**src/hw/rtl/u8sd_pkg.sv**
```systemverilog
// Shared types and constants for the streaming UTF-8 decoder.
`timescale 1ns / 1ps

package u8sd_pkg;

	localparam int unsigned CpW = 21;

	// Input transaction: one raw byte and the end-of-buffer flag
	typedef struct packed {
		logic [7:0] byte_in;
		logic       final_byte;
	} item_t;

	// Output transaction: one decoded or rejected result
	typedef struct packed {
		logic [CpW-1:0] code_point;
		logic           is_invalid;
		logic           run_last;
	} result_t;

	// What closes a job after its invalid burst
	typedef enum logic [1:0] {
		TAIL_NONE = 2'd0,
		TAIL_CODE = 2'd1,
		TAIL_BAD  = 2'd2
	} tail_kind_t;

	// Work handed from the front end to the back end, one per byte with results
	typedef struct packed {
		logic [1:0]     n_bad;
		tail_kind_t     tail_kind;
		logic [CpW-1:0] code;
	} job_t;

	localparam logic [2:0] LenNone = 3'd0;
	localparam logic [2:0] LenTwo  = 3'd2;
	localparam logic [2:0] LenThree = 3'd3;
	localparam logic [2:0] LenFour = 3'd4;

endpackage

```
**src/hw/rtl/u8sd_front.sv**
```systemverilog
// Front end: classifies each byte, keeps the partial sequence, builds jobs.
`timescale 1ns / 1ps

module u8sd_front (
	input  logic            clk,
	input  logic            arst_n,
	input  u8sd_pkg::item_t item,
	input  logic            accept,
	output logic            job_push,
	output u8sd_pkg::job_t  job
);

	logic [u8sd_pkg::CpW-1:0] partial_q;
	logic [2:0]               exp_len_q;
	logic [1:0]               have_q;

	logic [u8sd_pkg::CpW-1:0] partial_d;
	logic [2:0]               exp_len_d;
	logic [1:0]               have_d;

	logic                     is_cont;
	logic                     completes;
	logic                     do_lead;
	logic [2:0]               lead_len;
	logic [u8sd_pkg::CpW-1:0] shifted;

	// Classify the byte and the pending sequence
	always_comb begin
		is_cont   = (item.byte_in[7:6] == 2'b10);
		completes = is_cont && (({1'b0, have_q} + 3'd2) == exp_len_q);
		shifted   = {partial_q[u8sd_pkg::CpW-7:0], item.byte_in[5:0]};
		if (item.byte_in[7:5] == 3'b110) begin
			lead_len = u8sd_pkg::LenTwo;
		end else if (item.byte_in[7:4] == 4'b1110) begin
			lead_len = u8sd_pkg::LenThree;
		end else if (item.byte_in[7:3] == 5'b11110) begin
			lead_len = u8sd_pkg::LenFour;
		end else begin
			lead_len = u8sd_pkg::LenNone;
		end
	end

	// Build the job and next sequence state
	always_comb begin
		partial_d     = partial_q;
		exp_len_d     = exp_len_q;
		have_d        = have_q;
		job.n_bad     = 2'd0;
		job.tail_kind = u8sd_pkg::TAIL_NONE;
		job.code      = '0;
		do_lead       = 1'b0;

		if (exp_len_q == u8sd_pkg::LenNone) begin
			do_lead = 1'b1;
		end else if (completes) begin
			job.tail_kind = u8sd_pkg::TAIL_CODE;
			job.code      = shifted;
			partial_d     = '0;
			exp_len_d     = u8sd_pkg::LenNone;
			have_d        = 2'd0;
		end else if (is_cont && !item.final_byte) begin
			partial_d = shifted;
			have_d    = have_q + 2'd1;
		end else begin
			// Drop the lead and buffered continuations, then retry as a lead
			job.n_bad = have_q + 2'd1;
			partial_d = '0;
			exp_len_d = u8sd_pkg::LenNone;
			have_d    = 2'd0;
			do_lead   = 1'b1;
		end

		if (do_lead) begin
			if (!item.byte_in[7]) begin
				job.tail_kind = u8sd_pkg::TAIL_CODE;
				job.code      = {{(u8sd_pkg::CpW-8){1'b0}}, item.byte_in};
			end else if (lead_len == u8sd_pkg::LenNone || item.final_byte) begin
				job.tail_kind = u8sd_pkg::TAIL_BAD;
			end else begin
				exp_len_d = lead_len;
				have_d    = 2'd0;
				case (lead_len)
					u8sd_pkg::LenTwo:   partial_d = {{(u8sd_pkg::CpW-5){1'b0}}, item.byte_in[4:0]};
					u8sd_pkg::LenThree: partial_d = {{(u8sd_pkg::CpW-4){1'b0}}, item.byte_in[3:0]};
					default:            partial_d = {{(u8sd_pkg::CpW-3){1'b0}}, item.byte_in[2:0]};
				endcase
			end
		end
	end

	assign job_push = accept &&
		((job.n_bad != 2'd0) || (job.tail_kind != u8sd_pkg::TAIL_NONE));

	// Advance the sequence state on each accepted byte
	always_ff @(posedge clk or negedge arst_n) begin
		if (!arst_n) begin
			partial_q <= '0;
			exp_len_q <= u8sd_pkg::LenNone;
			have_q    <= 2'd0;
		end else if (accept) begin
			partial_q <= partial_d;
			exp_len_q <= exp_len_d;
			have_q    <= have_d;
		end
	end

endmodule

```
**src/hw/rtl/u8sd_job_fifo.sv**
```systemverilog
// Short job queue between the front end and the back end.
`timescale 1ns / 1ps

module u8sd_job_fifo #(
	parameter int unsigned DEPTH = 4
) (
	input  logic           clk,
	input  logic           arst_n,
	input  logic           push,
	input  u8sd_pkg::job_t wr_job,
	input  logic           pop,
	output logic           full,
	output logic           empty,
	output u8sd_pkg::job_t rd_job
);

	localparam int unsigned PtrW = (DEPTH > 1) ? $clog2(DEPTH) : 1;
	localparam int unsigned CntW = $clog2(DEPTH + 1);
	localparam logic [PtrW-1:0] LastPtr = PtrW'(DEPTH - 1);
	localparam logic [CntW-1:0] FullCnt = CntW'(DEPTH);

	u8sd_pkg::job_t  slots_q [DEPTH];
	logic [PtrW-1:0] wr_ptr_q;
	logic [PtrW-1:0] rd_ptr_q;
	logic [CntW-1:0] count_q;

	logic do_push;
	logic do_pop;

	assign full    = (count_q == FullCnt);
	assign empty   = (count_q == '0);
	assign do_push = push && !full;
	assign do_pop  = pop && !empty;
	assign rd_job  = slots_q[rd_ptr_q];

	// Store the incoming job
	always_ff @(posedge clk) begin
		if (do_push) begin
			slots_q[wr_ptr_q] <= wr_job;
		end
	end

	// Advance pointers and occupancy
	always_ff @(posedge clk or negedge arst_n) begin
		if (!arst_n) begin
			wr_ptr_q <= '0;
			rd_ptr_q <= '0;
			count_q  <= '0;
		end else begin
			if (do_push) begin
				wr_ptr_q <= (wr_ptr_q == LastPtr) ? '0 : wr_ptr_q + 1'b1;
			end
			if (do_pop) begin
				rd_ptr_q <= (rd_ptr_q == LastPtr) ? '0 : rd_ptr_q + 1'b1;
			end
			if (do_push && !do_pop) begin
				count_q <= count_q + 1'b1;
			end else if (do_pop && !do_push) begin
				count_q <= count_q - 1'b1;
			end
		end
	end

endmodule

```
**src/hw/rtl/u8sd_back.sv**
```systemverilog
// Back end: expands each job into its results and holds the output register.
`timescale 1ns / 1ps

module u8sd_back (
	input  logic              clk,
	input  logic              arst_n,
	input  logic              job_avail,
	input  u8sd_pkg::job_t    job,
	output logic              job_pop,
	input  logic              pop,
	output logic              empty,
	output u8sd_pkg::result_t result
);

	logic [1:0]        idx_q;
	logic              out_valid_q;
	u8sd_pkg::result_t out_q;

	logic [2:0]        total;
	logic              in_burst;
	logic              is_last;
	logic              load;
	u8sd_pkg::result_t next_res;

	// Pick the result for the current position in the job
	always_comb begin
		total    = {1'b0, job.n_bad} + ((job.tail_kind != u8sd_pkg::TAIL_NONE) ? 3'd1 : 3'd0);
		in_burst = (idx_q < job.n_bad);
		is_last  = (({1'b0, idx_q} + 3'd1) == total);
		next_res.run_last = is_last;
		if (in_burst || job.tail_kind == u8sd_pkg::TAIL_BAD) begin
			next_res.code_point = '0;
			next_res.is_invalid = 1'b1;
		end else begin
			next_res.code_point = job.code;
			next_res.is_invalid = 1'b0;
		end
	end

	assign load    = job_avail && (!out_valid_q || pop);
	assign job_pop = load && is_last;
	assign empty   = !out_valid_q;
	assign result  = out_q;

	// Hold the result payload
	always_ff @(posedge clk) begin
		if (load) begin
			out_q <= next_res;
		end
	end

	// Advance the position in the job and the output valid flag
	always_ff @(posedge clk or negedge arst_n) begin
		if (!arst_n) begin
			idx_q       <= 2'd0;
			out_valid_q <= 1'b0;
		end else begin
			if (load) begin
				idx_q       <= is_last ? 2'd0 : idx_q + 2'd1;
				out_valid_q <= 1'b1;
			end else if (pop) begin
				out_valid_q <= 1'b0;
			end
		end
	end

endmodule

```
**src/hw/rtl/utf8_stream_decoder.sv**
```systemverilog
// Top level of the streaming UTF-8 decoder.
//
//   channel   direction  handshake     payload
//   item      in         push / full   byte_in, final_byte
//   result    out        pop / empty   code_point, is_invalid, run_last
//
// A byte is taken every cycle while the job queue has room; the front end
// classifies it in the same cycle. The back end sends one result per cycle
// unless the receiver stalls, and a broken sequence gives up to four results.
// Each byte's job passes through the job queue, then its results through the
// output register. Reset clears the pending sequence, queue and output valid flag.
`timescale 1ns / 1ps

module utf8_stream_decoder #(
	parameter int unsigned JOB_DEPTH = 4
) (
	input  logic              clk,
	input  logic              arst_n,
	input  logic              push,
	output logic              full,
	input  u8sd_pkg::item_t   item,
	input  logic              pop,
	output logic              empty,
	output u8sd_pkg::result_t result
);

	logic           accept;
	logic           job_push;
	u8sd_pkg::job_t wr_job;
	logic           job_full;
	logic           job_empty;
	logic           job_pop;
	u8sd_pkg::job_t rd_job;

	assign full   = job_full;
	assign accept = push && !job_full;

	u8sd_front u_front (
		.clk      (clk),
		.arst_n   (arst_n),
		.item     (item),
		.accept   (accept),
		.job_push (job_push),
		.job      (wr_job)
	);

	u8sd_job_fifo #(
		.DEPTH (JOB_DEPTH)
	) u_job_fifo (
		.clk    (clk),
		.arst_n (arst_n),
		.push   (job_push),
		.wr_job (wr_job),
		.pop    (job_pop),
		.full   (job_full),
		.empty  (job_empty),
		.rd_job (rd_job)
	);

	u8sd_back u_back (
		.clk       (clk),
		.arst_n    (arst_n),
		.job_avail (!job_empty),
		.job       (rd_job),
		.job_pop   (job_pop),
		.pop       (pop),
		.empty     (empty),
		.result    (result)
	);

endmodule

```
**config.mk**
```make
export PLATFORM = sky130hd
export DESIGN_NAME = utf8_stream_decoder
export DESIGN_NICKNAME = d
export VERILOG_FILES = /design/src/hw/rtl/u8sd_pkg.sv /design/src/hw/rtl/u8sd_front.sv /design/src/hw/rtl/u8sd_job_fifo.sv /design/src/hw/rtl/u8sd_back.sv /design/src/hw/rtl/utf8_stream_decoder.sv
export SDC_FILE = /design/constraint.sdc
export NUM_CORES = 1
export LEC_CHECK = 0
export BUFFER_PORTS_ARGS = -buffer_cell sky130_fd_sc_hd__clkbuf_2
export CELL_PAD_IN_SITES_DETAIL_PLACEMENT = 1
export CELL_PAD_IN_SITES_GLOBAL_PLACEMENT = 1
export CORE_MARGIN = 1
export CORE_UTILIZATION = 35
export DETAILED_ROUTE_END_ITERATION = 8
export GPL_TIMING_DRIVEN = 0
export PLACE_DENSITY = 0.66
export SLEW_MARGIN = 0
export SYNTH_ARGS = -nofsm -noshare
export SYNTH_HDL_FRONTEND = slang
export SYNTH_SLANG_ARGS = --single-unit
```
**constraint.sdc**
```tcl
create_clock -name clk -period 4 [get_ports clk]
set_clock_uncertainty 0.2 [all_clocks]
set_input_delay 0.8 -clock clk [delete_from_list [all_inputs] [get_ports clk]]
set_output_delay 0.8 -clock clk [all_outputs]
set_load 0.05 [all_outputs]
```
### After elaboration in Yosys (flattened, before gate mapping)

Memory sizes are Yosys's and may differ from the RTL's.
Cells that the tools add are included.

| storage, ports and cells | value |
|---|---|
| bits in registers | 59 |
| RAM bits | 100 |
| bits of input ports | 13 |
| output and inout port bits | 25 |
| logic and storage cells | 106 |
| memories kept | 1 |

Memories:

| memory | words | width | read ports | clocked after Yosys merged registers in | wr ports | line | RTL |
|---|---|---|---|---|---|---|---|
| u_job_fifo.slots_q | 4 | 25 | 1 | 0 | 1 | u8sd_job_fifo.sv:22 | `u8sd_pkg::job_t slots_q [DEPTH];` |

| cells by class | value |
|---|---|
| add/sub/neg operators | 9 |
| magnitude comparators | 1 |
| eq/ne operators | 12 |
| multiplexer cells | 44 |
| reduce and logical (&&, ||, !) cells | 28 |

Operators with widths:

| operator | number |
|---|---|
| $mux 21 | 7 |
| $mux 3 | 11 |
| $mux 2 | 13 |
| $mux 25 | 1 |
| $mux 23 | 1 |
| $mux 22 | 1 |
| $logic_and 1x1->1 | 10 |
| $pmux 5 s2 | 1 |
| $reduce_bool 2->1 | 5 |
| $logic_not 3->1 | 3 |
| $mux 1 | 9 |
| $add 2x1->2 const B | 4 |
| $eq 2x2->1 const B | 4 |
| $eq 3x2->1 const B | 2 |
| $eq 3x3->1 | 2 |
| $eq 3x3->1 const B | 2 |
| $logic_not 1->1 | 6 |
| $eq 5x5->1 const B | 1 |
| $eq 4x4->1 const B | 1 |
| $logic_or 1x1->1 | 4 |
| $add 2x1->3 const B | 1 |
| $add 2x2->3 const B | 1 |
| $add 2x3->3 | 1 |
| $add 3x1->3 const B | 1 |
| other kinds (2) | 2 |

### Logic depth before layout (Yosys ltp)

| logic depth | value |
|---|---|
| word-level depth | 17 |
| depth in mapped cells | 14 |

### Modules after synthesis

Synthesis repeated with hierarchy kept, for this count alone.

| second synthesis, totals | value |
|---|---|
| cell total of the unflattened synthesis | 356 |
| area, all modules | 6372.4 sq um |

Modules (own cells, without submodules):

| module | times used | cells an instance | area each (sq um) | sequential area each (sq um) |
|---|---|---|---|---|
| u8sd_job_fifo | 1 | 168 | 4075.2 | 3178.0 |
| u8sd_back | 1 | 77 | 1141.1 | 765.7 |
| u8sd_front | 1 | 109 | 1138.6 | 500.5 |
| utf8_stream_decoder | 1 | 2 | 17.5 | 0.0 |

### Worst setup path after synthesis

OpenSTA, ideal clock, no wires.

| timing path | value |
|---|---|
| path type | input port to flip-flop |
| from | in item[8] in the netlist's numbering |
| to | mem u_job_fifo.slots_q[0][0] in the netlist's numbering (enable) |
| library setup time | 0.444 ns |
| data arrival time | 3.427 ns |
| data required time | 3.356 ns |
| setup slack | -0.071 ns |
| cell stages on the path | 4 |
| path buffers | 0 |
| cell sequence | inv_1 -> a2111oi_4 -> a211oi_2 -> nor3b_1 |

| between the ends | value |
|---|---|
| word-level cells in the longest chain between the ends | 15 |
| elaborated cells on any way between the ends | 28 |

Ends and longest elaborated chain:

| element | line | RTL |
|---|---|---|
| start: declaration | utf8_stream_decoder.sv:21 | `input u8sd_pkg::item_t item,` |
| $eq 5x5->1 | u8sd_front.sv:36 | `end else if (item.byte_in[7:3] == 5'b11110) begin` |
| $mux 3 | u8sd_front.sv:36 |  |
| $mux 3 | u8sd_front.sv:34 | `end else if (item.byte_in[7:4] == 4'b1110) begin` |
| $mux 3 | u8sd_front.sv:32 | `if (item.byte_in[7:5] == 3'b110) begin` |
| $logic_not 3->1 | u8sd_front.sv:77 | `end else if (lead_len == u8sd_pkg::LenNone \|\| item.final_byte) begin` |
| $logic_or 1x1->1 | u8sd_front.sv:77 |  |
| $mux 2 | u8sd_front.sv:77 |  |
| $mux 2 | u8sd_front.sv:74 | `if (!item.byte_in[7]) begin` |
| $mux 23 | u8sd_front.sv:73 | `if (do_lead) begin` |
| $reduce_bool 2->1 | u8sd_front.sv:92 | `((job.n_bad != 2'd0) \|\| (job.tail_kind != u8sd_pkg::TAIL_NONE));` |
| $logic_or 1x1->1 (*) | u8sd_front.sv:92 |  |
| $logic_and 1x1->1 (*) | u8sd_front.sv:91 | `assign job_push = accept &&` |
| $logic_and 1x1->1 (*) | u8sd_job_fifo.sv:32 | `assign do_push = push && !full;` |
| $mux 1 (*) | u8sd_job_fifo.sv:38 | `if (do_push) begin` |
| $mux 1 (not written as such) (*) | u8sd_job_fifo.sv:39 | `slots_q[wr_ptr_q] <= wr_job;` |
| end: declaration | u8sd_job_fifo.sv:22 |  |

Every way passes the cells marked *; elsewhere a longest branch is shown, timed or not.

### Final worst setup path

| timing path | value |
|---|---|
| from | reg u_job_fifo.rd_ptr_q[0] |
| to | reg u_job_fifo.count_q[1] |

| between the ends | value |
|---|---|
| word-level cells in the longest chain between the ends | 10 |
| elaborated cells on any way between the ends | 12 |

Ends and longest elaborated chain:

| element | line | RTL |
|---|---|---|
| start: declaration | u8sd_job_fifo.sv:24 | `logic [PtrW-1:0] rd_ptr_q;` |
| start signal: assignment | u8sd_job_fifo.sv:54 | `rd_ptr_q <= (rd_ptr_q == LastPtr) ? '0 : rd_ptr_q + 1'b1;` |
| $mem_v2 4x25 (*) | - |  |
| $reduce_bool 2->1 | u8sd_back.sv:27 | `total = {1'b0, job.n_bad} + ((job.tail_kind != u8sd_pkg::TAIL_NONE) ? 3'd1 : 3'd0);` |
| $mux 1 | u8sd_back.sv:27 |  |
| $add 2x3->3 (*) | u8sd_back.sv:27 |  |
| $eq 3x3->1 (*) | u8sd_back.sv:29 | `is_last = (({1'b0, idx_q} + 3'd1) == total);` |
| via u_back.is_last | u8sd_back.sv:21 | `logic is_last;` |
| $logic_and 1x1->1 (*) | u8sd_back.sv:41 | `assign job_pop = load && is_last;` |
| $logic_and 1x1->1 (*) | u8sd_job_fifo.sv:33 | `assign do_pop = pop && !empty;` |
| $logic_not 1->1 | u8sd_job_fifo.sv:56 | `if (do_push && !do_pop) begin` |
| $logic_and 1x1->1 | u8sd_job_fifo.sv:56 |  |
| $mux 3 or $reduce_bool 2->1 (tied branches) | - |  |
| end signal: assignment | u8sd_job_fifo.sv:57 | `count_q <= count_q + 1'b1;` |
| end signal: assignment | u8sd_job_fifo.sv:59 | `count_q <= count_q - 1'b1;` |
| end: declaration | u8sd_job_fifo.sv:25 | `logic [CntW-1:0] count_q;` |

The timed path passes the listed nets; every way through them passes the cells marked *.
A chain may end at the register's enable or synchronous reset.

==> out/metrics.cfg <==
[drt]
route.vias.total=3318
top_layer=met4
drtIter0Drc=137
route.detailed.drc=0
wl_met1_um=5600
antenna_left=0
wire_per_inst_um=19.2
met2_length_um=6430
routed-wl-met3_um=431
wirelength_um=12700
viasPerCell=5.01
firstDrtPassIters=4

[synthesis]
synth_edf_count=123
async_flop_share_pct=19.6
ys_warn_count=0
synthFlopType=edfxtp_1
yosysUniqueCellTypes=49
yosysSeqAreaShare_pct=71.0
synthTopCellsByArea=edfxtp_1 (59%), dfrtp_1 (12%), mux4_2 (9.0%), and2_1 (2.3%), a22o_1 (2.2%)
synth-simple-area-share_pct=8.63
synthMuxAreaShare_pct=9.71
syn_inst=355
synth-compound-area-share_pct=5.65
synthAdderAreaFrac_pct=2.32
synth_top_family_by_area=multiplexers
synth_seq_cells=153
synth_top_area_share_pct=59.0
avgSynthCellArea_um2=17.6
synth_fp_nets=379
synthesis.area_um2=6260
yosysTopAreaCell=edfxtp_1
synthXorXnorAreaFrac_pct=0.979

[clock_network]
numCtsBuffers=17
htree_num_levels=4
clk_latency_ns=0.43
cts_max_path_buffers=2
cts_tree=yes
cts.sinks=153
clkTransAtPathRegs_ns=0.07
cts_root_buf=clkbuf_16

[finish]
syn_to_final_growth_pct=19.1
multi_input_area_um2=1740
mostFrequentLayoutCells=edfxtp_1 (123), clkbuf_2 (39), dfrtp_1 (30), mux4_2 (25), and2_1 (23)
final_core_util_pct=43.0
diodes=0
fin_cells=662
layout-drive-gt1-share_pct=30.2
num-fill-cells=1669
final_common_cell=edfxtp_1
nets=448
seq_area_um2=4440

[worst_setup_path]
slowest_stage=mux4_2
crit_top_cell=ha_1
slowest_delay_ns=0.54
startpoint_type=flip-flop
endpoint_kind=flip-flop
crit_path_cell_trace=buf_4, mux4_2, or2_2, ha_1, ha_1, xor2_1, nor3_2, nand2_1, ha_2, inv_1, fa_1, mux2_2
critical_path_class=reg -> reg
worstPathMaxFanout=9
cpLargestDelayFamily=adder cells
cp.required_ns=4.12
arrival_ns=3.95
path_buf_inv=2

[place]
pre_cts_ws_ns=-0.368
io_buffers=37
place_hpwl_um=9100
dp_cells=628
routabilityCongestion=0.796

[timing]
fin_crit_ns=3.83
layout_setup_ws_ns=0.169
slew_headroom_pct=34.5
fmax_mhz=261
slew_viol_final=0
hold_violations=0
report.final.setup_viol=0
fin_crit_sh_pct=95.8
tightest_slew_ns=0.982

[power_and_ir_drop]
power_density_nw_per_um2=797
power_mw=5.94
p_leak_nw=2.79
ir_drop_uv=398

[floorplan]
core_area_um2=17400
num_rows=48
die_h_um=136
ios=38
initial_core_util_pct=36.1
die_area_um2=18400
die-width_um=136

[global_routing]
overflow=0
grtUsageTotal_pct=15.2
grt_pass1_vias=3452
grt_pass1_wl_um=19800
grt_max_degree=31
antenna_found_initial=0

[job]
maxCapViolCount=0

[status]
run_status=completed

[worst_hold_path]
worstHoldPathType=in -> async

cell usage after synthesis, types with 5 or more instances:
| cell type | count |
|---|---|
| clkbuf_1 | 7 |
| xor2_1 | 5 |
| nor2b_1 | 21 |
| dfrtp_1 | 30 |
| ha_1 | 10 |
| nand2_1 | 9 |
| inv_1 | 11 |
| a22o_1 | 16 |
| nor2_1 | 6 |
| nor3_1 | 7 |
| and2_1 | 23 |
| edfxtp_1 | 123 |
| mux4_2 | 25 |
final timing paths:
kind	startpoint	endpoint	slack, ns	cells after the start
setup / recovery	u_job_fifo.rd_ptr_q[0]	u_job_fifo.count_q[1]	0.17	12
hold / removal	arst_n	u_job_fifo.wr_ptr_q[1]	0.24	1
setup reg to reg	u_job_fifo.rd_ptr_q[0]	u_job_fifo.count_q[1]	0.17	12
hold reg to reg	u_job_fifo.count_q[2]	u_job_fifo.count_q[2]	0.30	1
max in group asynchronous	arst_n	u_front.partial_q[13]	2.85	1
min in group clk	u_job_fifo.count_q[2]	u_job_fifo.count_q[2]	0.30	1
flip-flops by register name, indices dropped and copies added, names as in the netlist:
name                 count
u_job_fifo.slots_q     100
u_back.result           23
u_front.partial_q       15
u_front.exp_len_q        3
u_job_fifo.count_q       3
u_back.idx_q             2
u_front.have_q           2
u_job_fifo.rd_ptr_q      2
u_job_fifo.wr_ptr_q      2
u_back.out_valid_q       1
power breakdown:
part / internal (mW) / leakage, nW / switching [mW]
logic: 0.803 / 0.966 / 1.30
registers: 2.20 / 1.56 / 0.148
clock network: 0.821 / 0.262 / 0.667
routing by layer:
metal	global-route usage, %	up-vias
li1	-	1525
met1	18.9	1719
met2	25.0	59
met3	3.67	15
met4	6.93	0
met5	0	-
logic make-up (layout without fill, tap and decap cells):
kind of cell               count (synthesis)  count (layout)
AOI/OAI and AO/OA                         42              42
xor gates and xnor gates                   7               7
adders and majority gates                 11              11
buffers and inverters                     24             106
DFF                                      153             153
muxes                                     29              29
and+or+nand+nor                           89              89
area by class of cell:
| class | count | area share [%] |
|---|---|---|
| inverter | 11 | 0.554 |
| sequential | 153 | 59.6 |
| clock inverter | 14 | 1.53 |
| tap | 225 | 3.77 |
| timing repair buffer | 50 | 4.40 |
| clock buffer | 18 | 5.89 |
| buffer | 13 | 0.990 |
| multi-input combinational | 178 | 23.3 |
metrics by stage:
step	setup TNS [ns]	area, µm²	hold WS (ns)
floorplan	-7.11	6260	0.257
global placement	-215.57	6730	0.277
detailed placement	-0.613	6880	0.283
CTS	0	7440	0.269
global route	-0.0468	7460	0.306
finish	0	7460	0.241
timing repair:
item                                   CTS  global route
pin swaps                                0             1
hold buffers                             0             0
endpoints found under the hold margin    0             0
gates resized for setup                  4             1
setup endpoints to repair                2             2
setup buffers                            0             2
Power figures use the tool's default switching activity.
